--- src/rtl/trc_pkg.sv ---
// ----------------------------------------------------------------------------
// Transitive closure engine package
// Shared widths and defaults of the reachability closure block.
// ----------------------------------------------------------------------------
package trc_pkg;

  localparam int unsigned ROW_W            = 32;
  localparam int unsigned CFG_W            = 6;
  localparam int unsigned IDX_W            = 5;
  localparam int unsigned MAX_VERTICES_DEF = 32;

  localparam logic [CFG_W-1:0] VERTEX_COUNT_RST = CFG_W'(32);

endpackage

--- src/rtl/transitive_closure_engine.sv ---
// ----------------------------------------------------------------------------
// Transitive closure engine
// Loads an adjacency matrix row by row, closes it with Warshall's algorithm
// on a single row-wide OR unit, then streams out the reachability rows.
// ----------------------------------------------------------------------------
//
//   channel  | direction | signals                                  | beat
//   ---------+-----------+------------------------------------------+--------------
//   config   | in        | cfg_we_i, cfg_wdata_i                    | one write
//   input    | in        | in_valid_i/in_ready_o, adjacency_row_i   | one row
//   output   | out       | out_valid_o/out_ready_i, reach_row_o,    | one closure row
//            |           | row_index_o, last_row_o                  |
//
// Loading takes one input beat per cycle. After the last row the sequencer
// runs n pivot passes through the single memory read port and OR unit, then reads
// each row (S_ERD) and loads it into the output register (S_EOUT). A stalled
// output register holds the emitter; input beats are taken again once the last
// row sits in the output register. Reset needs no clearing pass.
// ----------------------------------------------------------------------------
module transitive_closure_engine #(
  parameter int unsigned MAX_VERTICES = trc_pkg::MAX_VERTICES_DEF
) (
  input  logic                       clk_i,
  input  logic                       rst_ni,
  input  logic                       cfg_we_i,
  input  logic [trc_pkg::CFG_W-1:0]  cfg_wdata_i,
  input  logic                       in_valid_i,
  output logic                       in_ready_o,
  input  logic [trc_pkg::ROW_W-1:0]  adjacency_row_i,
  output logic                       out_valid_o,
  input  logic                       out_ready_i,
  output logic [trc_pkg::ROW_W-1:0]  reach_row_o,
  output logic [trc_pkg::IDX_W-1:0]  row_index_o,
  output logic                       last_row_o
);
  import trc_pkg::*;

  localparam int unsigned CAP = (MAX_VERTICES < ROW_W) ? MAX_VERTICES : ROW_W;
  localparam int unsigned AW  = $clog2(MAX_VERTICES);
  localparam int unsigned CW  = $clog2(CAP + 1);

  localparam logic [2:0] S_LOAD = 3'd0;
  localparam logic [2:0] S_PRD  = 3'd1;
  localparam logic [2:0] S_PLAT = 3'd2;
  localparam logic [2:0] S_SCAN = 3'd3;
  localparam logic [2:0] S_ERD  = 3'd4;
  localparam logic [2:0] S_EOUT = 3'd5;

  logic [2:0]       state_q, state_d;
  logic [CFG_W-1:0] vc_q;
  logic [CW-1:0]    load_cnt_q, load_cnt_d;
  logic [CW-1:0]    cnt_q, cnt_d;
  logic [CW-1:0]    piv_q, piv_d;
  logic [ROW_W-1:0] piv_bit_q, piv_bit_d;
  logic [ROW_W-1:0] pivot_q, pivot_d;
  logic [ROW_W-1:0] rd_data_q;
  logic [AW-1:0]    rd_addr, rd_addr_q;
  logic             mem_we;
  logic [AW-1:0]    mem_waddr;
  logic [ROW_W-1:0] mem_wdata;
  logic [ROW_W-1:0] mem [MAX_VERTICES];

  logic             out_load;
  logic             out_valid_q;
  logic [ROW_W-1:0] reach_row_q;
  logic [IDX_W-1:0] row_index_q;
  logic             last_row_q;

  logic [CW-1:0]    n_w;
  logic [ROW_W:0]   mask_ext;
  logic [ROW_W-1:0] row_mask;

  always_comb begin
    if (vc_q == '0) begin
      n_w = CW'(1);
    end else if (vc_q > CFG_W'(CAP)) begin
      n_w = CW'(CAP);
    end else begin
      n_w = CW'(vc_q);
    end
  end

  assign mask_ext = ({{ROW_W{1'b0}}, 1'b1} << n_w) - 1'b1;
  assign row_mask = mask_ext[ROW_W-1:0];

  always_comb begin
    state_d    = state_q;
    load_cnt_d = load_cnt_q;
    cnt_d      = cnt_q;
    piv_d      = piv_q;
    piv_bit_d  = piv_bit_q;
    pivot_d    = pivot_q;
    rd_addr    = rd_addr_q;
    mem_we     = 1'b0;
    mem_waddr  = '0;
    mem_wdata  = '0;
    out_load   = 1'b0;
    in_ready_o = 1'b0;
    case (state_q)
      S_LOAD: begin
        in_ready_o = 1'b1;
        if (in_valid_i) begin
          mem_we    = 1'b1;
          mem_waddr = load_cnt_q[AW-1:0];
          mem_wdata = adjacency_row_i & row_mask;
          if (CW'(load_cnt_q + 1'b1) == n_w) begin
            load_cnt_d = '0;
            piv_d      = '0;
            piv_bit_d  = ROW_W'(1);
            state_d    = S_PRD;
          end else begin
            load_cnt_d = load_cnt_q + 1'b1;
          end
        end
      end
      S_PRD: begin
        rd_addr = piv_q[AW-1:0];
        state_d = S_PLAT;
      end
      S_PLAT: begin
        pivot_d = rd_data_q;
        cnt_d   = '0;
        state_d = S_SCAN;
      end
      S_SCAN: begin
        if (cnt_q != n_w) begin
          rd_addr = cnt_q[AW-1:0];
        end
        if ((cnt_q != '0) && (|(rd_data_q & piv_bit_q))) begin
          mem_we    = 1'b1;
          mem_waddr = rd_addr_q;
          mem_wdata = rd_data_q | pivot_q;
        end
        if (cnt_q == n_w) begin
          cnt_d = '0;
          if (CW'(piv_q + 1'b1) == n_w) begin
            state_d = S_ERD;
          end else begin
            piv_d     = piv_q + 1'b1;
            piv_bit_d = piv_bit_q << 1;
            state_d   = S_PRD;
          end
        end else begin
          cnt_d = cnt_q + 1'b1;
        end
      end
      S_ERD: begin
        rd_addr = cnt_q[AW-1:0];
        state_d = S_EOUT;
      end
      S_EOUT: begin
        if (!out_valid_q || out_ready_i) begin
          out_load = 1'b1;
          if (CW'(cnt_q + 1'b1) == n_w) begin
            cnt_d   = '0;
            state_d = S_LOAD;
          end else begin
            cnt_d   = cnt_q + 1'b1;
            state_d = S_ERD;
          end
        end
      end
      default: begin
        state_d = S_LOAD;
      end
    endcase
  end

  always_ff @(posedge clk_i or negedge rst_ni) begin
    if (!rst_ni) begin
      state_q     <= S_LOAD;
      vc_q        <= VERTEX_COUNT_RST;
      load_cnt_q  <= '0;
      cnt_q       <= '0;
      piv_q       <= '0;
      piv_bit_q   <= ROW_W'(1);
      out_valid_q <= 1'b0;
    end else begin
      state_q   <= state_d;
      cnt_q     <= cnt_d;
      piv_q     <= piv_d;
      piv_bit_q <= piv_bit_d;
      if (cfg_we_i) begin
        vc_q       <= cfg_wdata_i;
        load_cnt_q <= '0;
      end else begin
        load_cnt_q <= load_cnt_d;
      end
      if (out_load) begin
        out_valid_q <= 1'b1;
      end else if (out_ready_i) begin
        out_valid_q <= 1'b0;
      end
    end
  end

  always_ff @(posedge clk_i) begin
    if (mem_we) begin
      mem[mem_waddr] <= mem_wdata;
    end
    rd_data_q <= mem[rd_addr];
    rd_addr_q <= rd_addr;
    pivot_q   <= pivot_d;
  end

  always_ff @(posedge clk_i) begin
    if (out_load) begin
      reach_row_q <= rd_data_q & row_mask;
      row_index_q <= IDX_W'(cnt_q);
      last_row_q  <= (CW'(cnt_q + 1'b1) == n_w);
    end
  end

  assign out_valid_o = out_valid_q;
  assign reach_row_o = reach_row_q;
  assign row_index_o = row_index_q;
  assign last_row_o  = last_row_q;

`ifndef SYNTHESIS
  a_piv_onehot: assert property (@(posedge clk_i) disable iff (!rst_ni)
    $onehot(piv_bit_q))
    else $error("pivot select is not one-hot");

  a_load_in_range: assert property (@(posedge clk_i) disable iff (!rst_ni)
    load_cnt_q < n_w)
    else $error("load count reached the vertex count");

  a_out_hold: assert property (@(posedge clk_i) disable iff (!rst_ni)
    (out_valid_o && !out_ready_i) |=> (out_valid_o && $stable(reach_row_o)
      && $stable(row_index_o) && $stable(last_row_o)))
    else $error("output beat changed while stalled");

  a_scan_write_range: assert property (@(posedge clk_i) disable iff (!rst_ni)
    (mem_we && state_q == S_SCAN) |-> (CW'(mem_waddr) < n_w))
    else $error("closure write outside the active rows");
`endif

endmodule
--- config.mk ---
export PLATFORM = sky130hd
export DESIGN_NAME = transitive_closure_engine
export DESIGN_NICKNAME = d
export VERILOG_FILES = /design/src/rtl/trc_pkg.sv /design/src/rtl/transitive_closure_engine.sv
export SDC_FILE = /design/constraint.sdc
export NUM_CORES = 1
export LEC_CHECK = 0
export BUFFER_PORTS_ARGS = -buffer_cell sky130_fd_sc_hd__buf_2
export CELL_PAD_IN_SITES_DETAIL_PLACEMENT = 1
export CELL_PAD_IN_SITES_GLOBAL_PLACEMENT = 2
export CORE_ASPECT_RATIO = 2
export CORE_MARGIN = 3
export CORE_UTILIZATION = 45
export DETAILED_ROUTE_END_ITERATION = 10
export PLACE_DENSITY_LB_ADDON = 0.1
export SLEW_MARGIN = 20
export SYNTH_ARGS = -nofsm -noshare
export SYNTH_HDL_FRONTEND = slang
export SYNTH_SLANG_ARGS = --single-unit
--- constraint.sdc ---
create_clock -name clk_i -period 6.4 [get_ports clk_i]
set_input_delay 1.28 -clock clk_i [delete_from_list [all_inputs] [get_ports clk_i]]
set_output_delay 1.28 -clock clk_i [all_outputs]
set_load 0.01 [all_outputs]
==> impl_metrics.xml, run 1 <==
<?xml version="1.0" encoding="UTF-8"?>
<metrics>
  <group name="worst_hold_path">
    <metric name="holdCritPathClass" unit="">in2async</metric>
  </group>
  <group name="critical_path">
    <metric name="timing.critical_path.arrival" unit="ps">6020</metric>
    <metric name="critical_path.cell_chain" unit="">or2_2, nor3_1, nor3_2, a311oi_4, buf_4, and2_4, inv_8, buf_12, a211oi_1, a31oi_1, o22ai_1, nor4_1</metric>
    <metric name="critPathCapture" unit="">rd_data_q[31]</metric>
    <metric name="kind_of_capture_point_of_the_worst_setup_path" unit="">register</metric>
    <metric name="cp.buffers_inverters" unit="">3</metric>
    <metric name="worstSetupPathDepth" unit="">12</metric>
    <metric name="worstReg2RegEnd" unit="">rd_data_q[31]</metric>
    <metric name="critical_path_class" unit="">reg2reg</metric>
    <metric name="regToRegStartpoint" unit="">vc_q[5]</metric>
    <metric name="startpoint_type" unit="">register</metric>
    <metric name="number_of_cells_on_the_worst_reg_to_reg_path" unit="">12</metric>
    <metric name="timing.critical_path.required" unit="ps">6950</metric>
    <metric name="slowest_delay" unit="ps">1040</metric>
    <metric name="delay_heaviest_family_cp" unit="">simple AND/OR/NAND/NOR gates</metric>
    <metric name="critical_path.max_fanout" unit="">98</metric>
    <metric name="slowest_stage" unit="">dfstp_2</metric>
    <metric name="setup.worst_path.start" unit="">vc_q[5]</metric>
    <metric name="worst-r2r-setup-slack" unit="ps">930</metric>
  </group>
  <group name="logic_synthesis">
    <metric name="ys.warnings.count" unit="">0</metric>
    <metric name="netlist.area_leader.share" unit="%">68.47</metric>
    <metric name="synth_commonest_cells" unit="">1094 x edfxtp_1, 587 x nand2_1, 261 x a31oi_1</metric>
    <metric name="synthesis.area_per_instance" unit="um2">13.60</metric>
    <metric name="mappedNetlistNets" unit="">3576</metric>
    <metric name="post-synth-top-count-cell" unit="">edfxtp_1</metric>
    <metric name="synth-async-reset-ratio" unit="%">5.038</metric>
    <metric name="ys_seq_elements" unit="">1191</metric>
    <metric name="ys_seq_area_share" unit="%">73.15</metric>
    <metric name="number_of_enable_type_register_cells_in_the_synthesized_netlist" unit="">1094</metric>
    <metric name="netlist_top_cells_area" unit="">edfxtp_1 68%, nand2_1 4.6%, a211oi_1 4.0%, a31oi_1 3.4%, and3_1 3.4%</metric>
    <metric name="postSynth.topFlopCell" unit="">edfxtp_1</metric>
    <metric name="synthesis.instances" unit="">3528</metric>
    <metric name="synth_top_cell_by_area" unit="">edfxtp_1</metric>
    <metric name="syn_area" unit="mm2">0.04798</metric>
    <metric name="synth_cell_types" unit="">73</metric>
  </group>
  <group name="final_layout">
    <metric name="post_layout_nonfiller_instances" unit="">5008</metric>
    <metric name="finish.instance_area" unit="mm2">0.05414</metric>
    <metric name="nNetsFinal" unit="">3601</metric>
    <metric name="drive_gt1_share" unit="%">12.53</metric>
    <metric name="flow.area_growth_from_synthesis" unit="%">12.85</metric>
    <metric name="final_core_utilization" unit="%">51.41</metric>
  </group>
  <group name="floorplanning">
    <metric name="die_w" unit="um">236.9</metric>
    <metric name="initial_util" unit="%">45.56</metric>
    <metric name="io_pins" unit="">83</metric>
    <metric name="die_height" unit="um">467.8</metric>
    <metric name="design.core.area" unit="mm2">0.1053</metric>
    <metric name="fp-row-count" unit="">168</metric>
    <metric name="die_area" unit="mm2">0.1108</metric>
  </group>
  <group name="cts">
    <metric name="clkSinkCount" unit="">1191</metric>
    <metric name="h_tree_levels" unit="">3</metric>
    <metric name="worstSkewPairLatency" unit="ps">730</metric>
    <metric name="ctsResizeCount" unit="">0</metric>
    <metric name="post_cts_hold_buffer_count" unit="">0</metric>
    <metric name="cts_tree" unit="">done</metric>
    <metric name="clk_root_buffer_cell" unit="">clkbuf_16</metric>
    <metric name="cts_bufs_inserted" unit="">107</metric>
    <metric name="clock_pin_slew_worst_setup_and_hold_paths" unit="ps">70</metric>
    <metric name="clock_path_buffers" unit="">3</metric>
    <metric name="setup_fix_buffers_added_after_clock_tree_synthesis" unit="">0</metric>
  </group>
  <group name="timing">
    <metric name="final-max-slew-violation-count" unit="">0</metric>
    <metric name="fin_tns_setup" unit="ps">0</metric>
    <metric name="layout_min_cycle_time" unit="ps">5469</metric>
    <metric name="rsz0062_at_grt" unit="">no</metric>
    <metric name="relSlewSlack" unit="%">19.45</metric>
    <metric name="timing_worst_slew_pin_value" unit="ps">1208</metric>
    <metric name="post-route-period-util" unit="%">85.46</metric>
    <metric name="post-route-worst-setup-slack" unit="ps">930.7</metric>
    <metric name="finalClockSkew" unit="ps">26.05</metric>
    <metric name="finalSetupViolCount" unit="">0</metric>
    <metric name="maxClockFrequency" unit="MHz">182.8</metric>
    <metric name="final_hold_viol_count" unit="">0</metric>
  </group>
  <group name="global_routing">
    <metric name="global_route.usage.total" unit="%">29.05</metric>
    <metric name="grt_antenna_before_repair" unit="">2</metric>
    <metric name="met3_usage" unit="%">3.875</metric>
    <metric name="use_met1" unit="%">34.67</metric>
    <metric name="globalRoute.totalOverflow" unit="">0</metric>
    <metric name="grt.met2_usage" unit="%">51.89</metric>
    <metric name="number_of_global_route_vias_before_repair" unit="">33420</metric>
    <metric name="grt_max_degree" unit="">176</metric>
    <metric name="top_usage_layer" unit="">met2</metric>
    <metric name="grt_first_pass_wirelength" unit="mm">233.8</metric>
  </group>
  <group name="route">
    <metric name="vias" unit="">31960</metric>
    <metric name="drcViolationCount" unit="">0</metric>
    <metric name="dr.pass1.iters" unit="">5</metric>
    <metric name="dr_wl_cell" unit="um">32.53</metric>
    <metric name="routed_wirelength" unit="mm">162.9</metric>
    <metric name="drt.antenna.violating_nets" unit="">0</metric>
    <metric name="drt_iter0_drc" unit="">2675</metric>
    <metric name="avgViaCountPerCell" unit="">6.381</metric>
  </group>
  <group name="placed_design">
    <metric name="hpwlAfterDp" unit="mm">94.47</metric>
    <metric name="numPlacedInstances" unit="">4803</metric>
    <metric name="finalWeightedCongestion" unit="">0.8296</metric>
    <metric name="placed_cell_area" unit="mm2">0.05055</metric>
    <metric name="io_buffer_count" unit="">82</metric>
    <metric name="pre_cts_ws" unit="ps">911.5</metric>
  </group>
  <group name="job">
    <metric name="cap_violations" unit="">0</metric>
  </group>
  <group name="pwr">
    <metric name="power.ir.vdd_worst" unit="V">0.0006310</metric>
    <metric name="total_leakage_power" unit="nW">18.56</metric>
    <metric name="p_per_area" unit="mW/mm2">644.9</metric>
  </group>
  <group name="outcome">
    <metric name="outcome" unit="">completed</metric>
  </group>
</metrics>
-- layer usage --
metal | wire length (um) | vias to the layer above
li1 | - | 13680
met1 | 61260 | 16850
met2 | 84990 | 1074
met3 | 8515 | 351
met4 | 8166 | 0
met5 | 0 | -
-- layout by cell type, fill, tap and decap left out, drive strengths merged, types with 4 or more instances in the layout --
cell      Yosys  routed
a211oi      257     257
a21o          4       4
a21oi        40      40
a221oi        5       5
a22o         37      37
a22oi        12      12
a31oi       261     261
a32o          5       5
and2         23      23
and3        260     260
buf          81     196
bufinv        0      10
clkbuf      199     132
clkinv        1      53
clkinvlp      0       4
dfrtp        58      58
dfxtp        37      37
edfxtp     1094    1094
ha            5       5
inv          17      21
mux2          4       4
mux2i         5       5
nand2       587     587
nand2b       17      17
nand3        30      30
nand4         4       4
nor2        109     109
nor2b        28      28
nor3         14      14
nor3b         5       5
nor4         37      37
o211ai        7       7
o21a          7       7
o21ai        60      60
o22ai       146     146
o31ai         5       5
or2           7       7
xnor2        14      14
xor2          7       7
-- state kept, by name, summed over array words and instances (netlist names) --
signal	flops
last_row_o	1
state_q	3
vc_q	6
reach_row_o	32
cnt_q	6
rd_addr_q	5
pivot_q	32
mem	1024
load_cnt_q	6
piv_q	6
row_index_o	5
out_valid_o	1
rd_data_q	32
piv_bit_q	32
-- worst min path at each step --
stage / end / depth (start not counted)
floorplan: row_index_o[4] / 0
global placement: piv_bit_q[0] / 2
detailed placement: piv_bit_q[0] / 2
CTS: state_q[0] / 1
global route: state_q[0] / 1
finish: state_q[0] / 1
-- area by class of cell --
class | instances | area [um2]
antenna | 2 | 5.005
clock buffer | 132 | 2918
fill | 10250 | 51170
clock inverter | 70 | 624.3
tap | 1360 | 1702
timing repair buffer | 196 | 1541
multi-input combinational | 2039 | 12180
inverter | 18 | 75.07
sequential | 1191 | 35100
-- stage by stage --
stage / hold slack (ps) / total power, W
6_report: 430.0 / 0.03492
5_1_grt: 419.2 / 0.03650
4_1_cts: 392.9 / 0.03499
3_5_place_dp: 501.0 / 0.02840
3_3_place_gp: 481.7 / 0.02782
2_1_floorplan: 419.6 / 0.02163
-- power by group --
part / internal (W) / leakage, nW / total (W) / switching [W]
Sequential: 0.0124 / 11.1 / 0.0131 / 0.000746
Combinational: 0.00391 / 5.74 / 0.0152 / 0.0113
Clock: 0.00365 / 1.74 / 0.00660 / 0.00295
Total: 0.0199 / 18.6 / 0.0349 / 0.0150
-- cells by family after synthesis --
family                     after synthesis  share of synthesized area [%]
muxes                                   10                         0.2451
adders and majority gates                5                         0.1304
xor gates and xnor gates                23                         0.4772
and+or+nand+nor                       1132                          11.11
DFF                                   1191                          73.15
other                                    1                       0.007816
buffers and inverters                  298                          2.605
AOI/OAI and AO/OA                      868                          12.27
Power figures use the tool's default switching activity.
==> run 2, diff against run 1 <==
CORE_UTILIZATION = 47   (was 45)
CTS_BUF_LIST = sky130_fd_sc_hd__clkbuf_2 sky130_fd_sc_hd__clkbuf_4 sky130_fd_sc_hd__clkbuf_8   (was default)
==> run 2 against run 1 <==
Clock skew rose by 7.5 ps. Die area fell by 4.2%. Count of clock-buffer cells in the layout rose by 116. Clock power fell by 6.4%. Highest routed layer unchanged. Wire length fell by 0.77%. Largest cell class unchanged. Critical path depth did not move. Combinational power fell by 3%. Sequential share of layout area barely moved. Sequential power barely moved. Global-route usage rose by 1.3 points. Setup slack improved by 670 ps. Cell count rose by 1.8%.
==> impl_metrics.xml, run 2 (synthesis gave the netlist of run 1 again) <==
<?xml version="1.0" encoding="UTF-8"?>
<metrics>
  <group name="timing">
    <metric name="fin_tns_setup" unit="ps">0</metric>
    <metric name="finalClockSkew" unit="ps">33.59</metric>
    <metric name="timing_worst_slew_pin_value" unit="ps">1296</metric>
    <metric name="finalSetupViolCount" unit="">0</metric>
    <metric name="relSlewSlack" unit="%">13.60</metric>
    <metric name="post-route-period-util" unit="%">75.00</metric>
    <metric name="rsz0062_at_grt" unit="">no</metric>
    <metric name="final_hold_viol_count" unit="">0</metric>
    <metric name="final-max-slew-violation-count" unit="">0</metric>
    <metric name="maxClockFrequency" unit="MHz">208.3</metric>
    <metric name="layout_min_cycle_time" unit="ps">4800</metric>
  </group>
  <group name="final_layout">
    <metric name="finish.instance_area" unit="mm2">0.05415</metric>
    <metric name="layout.cells.most_common_list" unit="">1094 x edfxtp_1, 578 x nand2_1, 260 x and3_1, 260 x a31oi_1, 257 x a211oi_1</metric>
    <metric name="nNetsFinal" unit="">3671</metric>
    <metric name="layout.filler_cells" unit="">9961</metric>
    <metric name="largest_register_ff_count" unit="">1024</metric>
    <metric name="final_core_utilization" unit="%">53.53</metric>
    <metric name="regMostFlops" unit="">mem</metric>
    <metric name="drive_gt1_share" unit="%">15.47</metric>
    <metric name="flow.area_growth_from_synthesis" unit="%">12.86</metric>
    <metric name="mostFrequentLayoutCell" unit="">edfxtp_1</metric>
  </group>
  <group name="pwr">
    <metric name="total_leakage_power" unit="nW">18.69</metric>
    <metric name="power.ir.vdd_worst" unit="V">0.0009001</metric>
    <metric name="p_per_area" unit="mW/mm2">628.4</metric>
  </group>
  <group name="critical_path">
    <metric name="timing.critical_path.arrival" unit="ps">5500</metric>
    <metric name="kind_of_capture_point_of_the_worst_setup_path" unit="">register</metric>
    <metric name="critical_path.max_fanout" unit="">19</metric>
    <metric name="timing.critical_path.required" unit="ps">7100</metric>
    <metric name="critical_path_class" unit="">reg2reg</metric>
    <metric name="startpoint_type" unit="">register</metric>
  </group>
  <group name="global_routing">
    <metric name="grt_first_pass_wirelength" unit="mm">232.4</metric>
    <metric name="grt_antenna_before_repair" unit="">6</metric>
    <metric name="global_route.usage.total" unit="%">30.33</metric>
    <metric name="globalRoute.totalOverflow" unit="">0</metric>
    <metric name="grt_max_degree" unit="">205</metric>
    <metric name="number_of_global_route_vias_before_repair" unit="">33930</metric>
  </group>
  <group name="floorplanning">
    <metric name="die_w" unit="um">231.9</metric>
    <metric name="die_area" unit="mm2">0.1062</metric>
    <metric name="initial_util" unit="%">47.43</metric>
    <metric name="io_pins" unit="">83</metric>
    <metric name="design.core.area" unit="mm2">0.1012</metric>
    <metric name="fp-row-count" unit="">165</metric>
    <metric name="die_height" unit="um">457.8</metric>
  </group>
  <group name="cts">
    <metric name="ctsResizeCount" unit="">0</metric>
    <metric name="clock_pin_slew_worst_setup_and_hold_paths" unit="ps">70</metric>
    <metric name="worstSkewPairLatency" unit="ps">870</metric>
    <metric name="clock_path_buffers" unit="">3</metric>
    <metric name="cts_bufs_inserted" unit="">168</metric>
    <metric name="clkSinkCount" unit="">1191</metric>
    <metric name="clk_root_buffer_cell" unit="">clkbuf_8</metric>
    <metric name="h_tree_levels" unit="">4</metric>
    <metric name="post_cts_hold_buffer_count" unit="">0</metric>
    <metric name="cts_tree" unit="">done</metric>
    <metric name="setup_fix_buffers_added_after_clock_tree_synthesis" unit="">0</metric>
  </group>
  <group name="route">
    <metric name="drt_iter0_drc" unit="">3241</metric>
    <metric name="vias" unit="">32370</metric>
    <metric name="routed_wirelength" unit="mm">161.7</metric>
    <metric name="avgViaCountPerCell" unit="">6.347</metric>
    <metric name="drt.antenna.violating_nets" unit="">0</metric>
    <metric name="dr.pass1.iters" unit="">5</metric>
    <metric name="dr_wl_cell" unit="um">31.70</metric>
    <metric name="drcViolationCount" unit="">0</metric>
  </group>
  <group name="placed_design">
    <metric name="placed_cell_area" unit="mm2">0.05052</metric>
    <metric name="hpwlAfterDp" unit="mm">93.08</metric>
    <metric name="finalWeightedCongestion" unit="">0.8798</metric>
    <metric name="io_buffer_count" unit="">82</metric>
  </group>
  <group name="outcome">
    <metric name="outcome" unit="">completed</metric>
  </group>
  <group name="worst_hold_path">
    <metric name="holdCritPathClass" unit="">reg2reg</metric>
  </group>
  <group name="job">
    <metric name="cap_violations" unit="">0</metric>
  </group>
</metrics>
[run 2: area by class of cell]
class                           count  area [um2]  share of cell area (%)
Sequential cell                  1191       35100                   64.82
Multi-Input combinational cell   2039       12200                   22.53
Clock buffer                      248        3032                   5.599
Tap cell                         1336        1672                   3.087
Timing Repair Buffer              205        1647                   3.041
Clock inverter                     60       417.9                  0.7718
Inverter                           18       75.07                  0.1386
Antenna cell                        3       7.507                 0.01386
[run 2: per-stage QoR]
stage / hold WS, ps / total power, W / setup slack [ps] / cells
finish: 492.7 / 0.03403 / 1600 / 5100
global route: 509.0 / 0.03566 / 1404 / 5099
CTS: 490.6 / 0.03394 / 1556 / 5094
detailed placement: 480.5 / 0.02778 / 1634 / 4786
global placement: 468.4 / 0.02714 / 1618 / 4783
floorplan: 419.6 / 0.02163 / 1210 / 3528
[run 2: final timing paths]
check	start	end	slack, ps	cells past startpoint
max	vc_q[3]	rd_data_q[28]	1600	12
min	piv_bit_q[0]	piv_bit_q[0]	490	2
max reg2reg	vc_q[3]	rd_data_q[28]	1600	12
min reg2reg	piv_bit_q[0]	piv_bit_q[0]	490	2
max in group asynchronous	rst_ni	piv_bit_q[1]	5180	2
min in group asynchronous	rst_ni	cnt_q[1]	580	2
[run 2: worst max-delay path: stages (launching register included)]
cell and delay (ps):
dfrtp_1 510, buf_4 270, or4_4 520, a21oi_4 290, nor2_1 110, nor4_1 580
o22ai_1 300, inv_1 180, nor2_1 90, nand2_2 630, buf_4 450, o22ai_1 150
nor4_1 510
[run 2: power breakdown]
group | total (W) | internal [W] | switching, W
logic | 0.0148 | 0.00391 | 0.0109
clock network | 0.00618 | 0.00324 | 0.00294
registers | 0.0130 | 0.0124 | 0.000656
[run 2: routing by layer]
layer	GRT usage, %	part of all wire, %	up-vias
met3	4.635	5.7	365
li1	-	-	13830
met1	36.78	38	16930
met5	0	0	-
met4	14.91	5.2	0
met2	52.62	51	1241
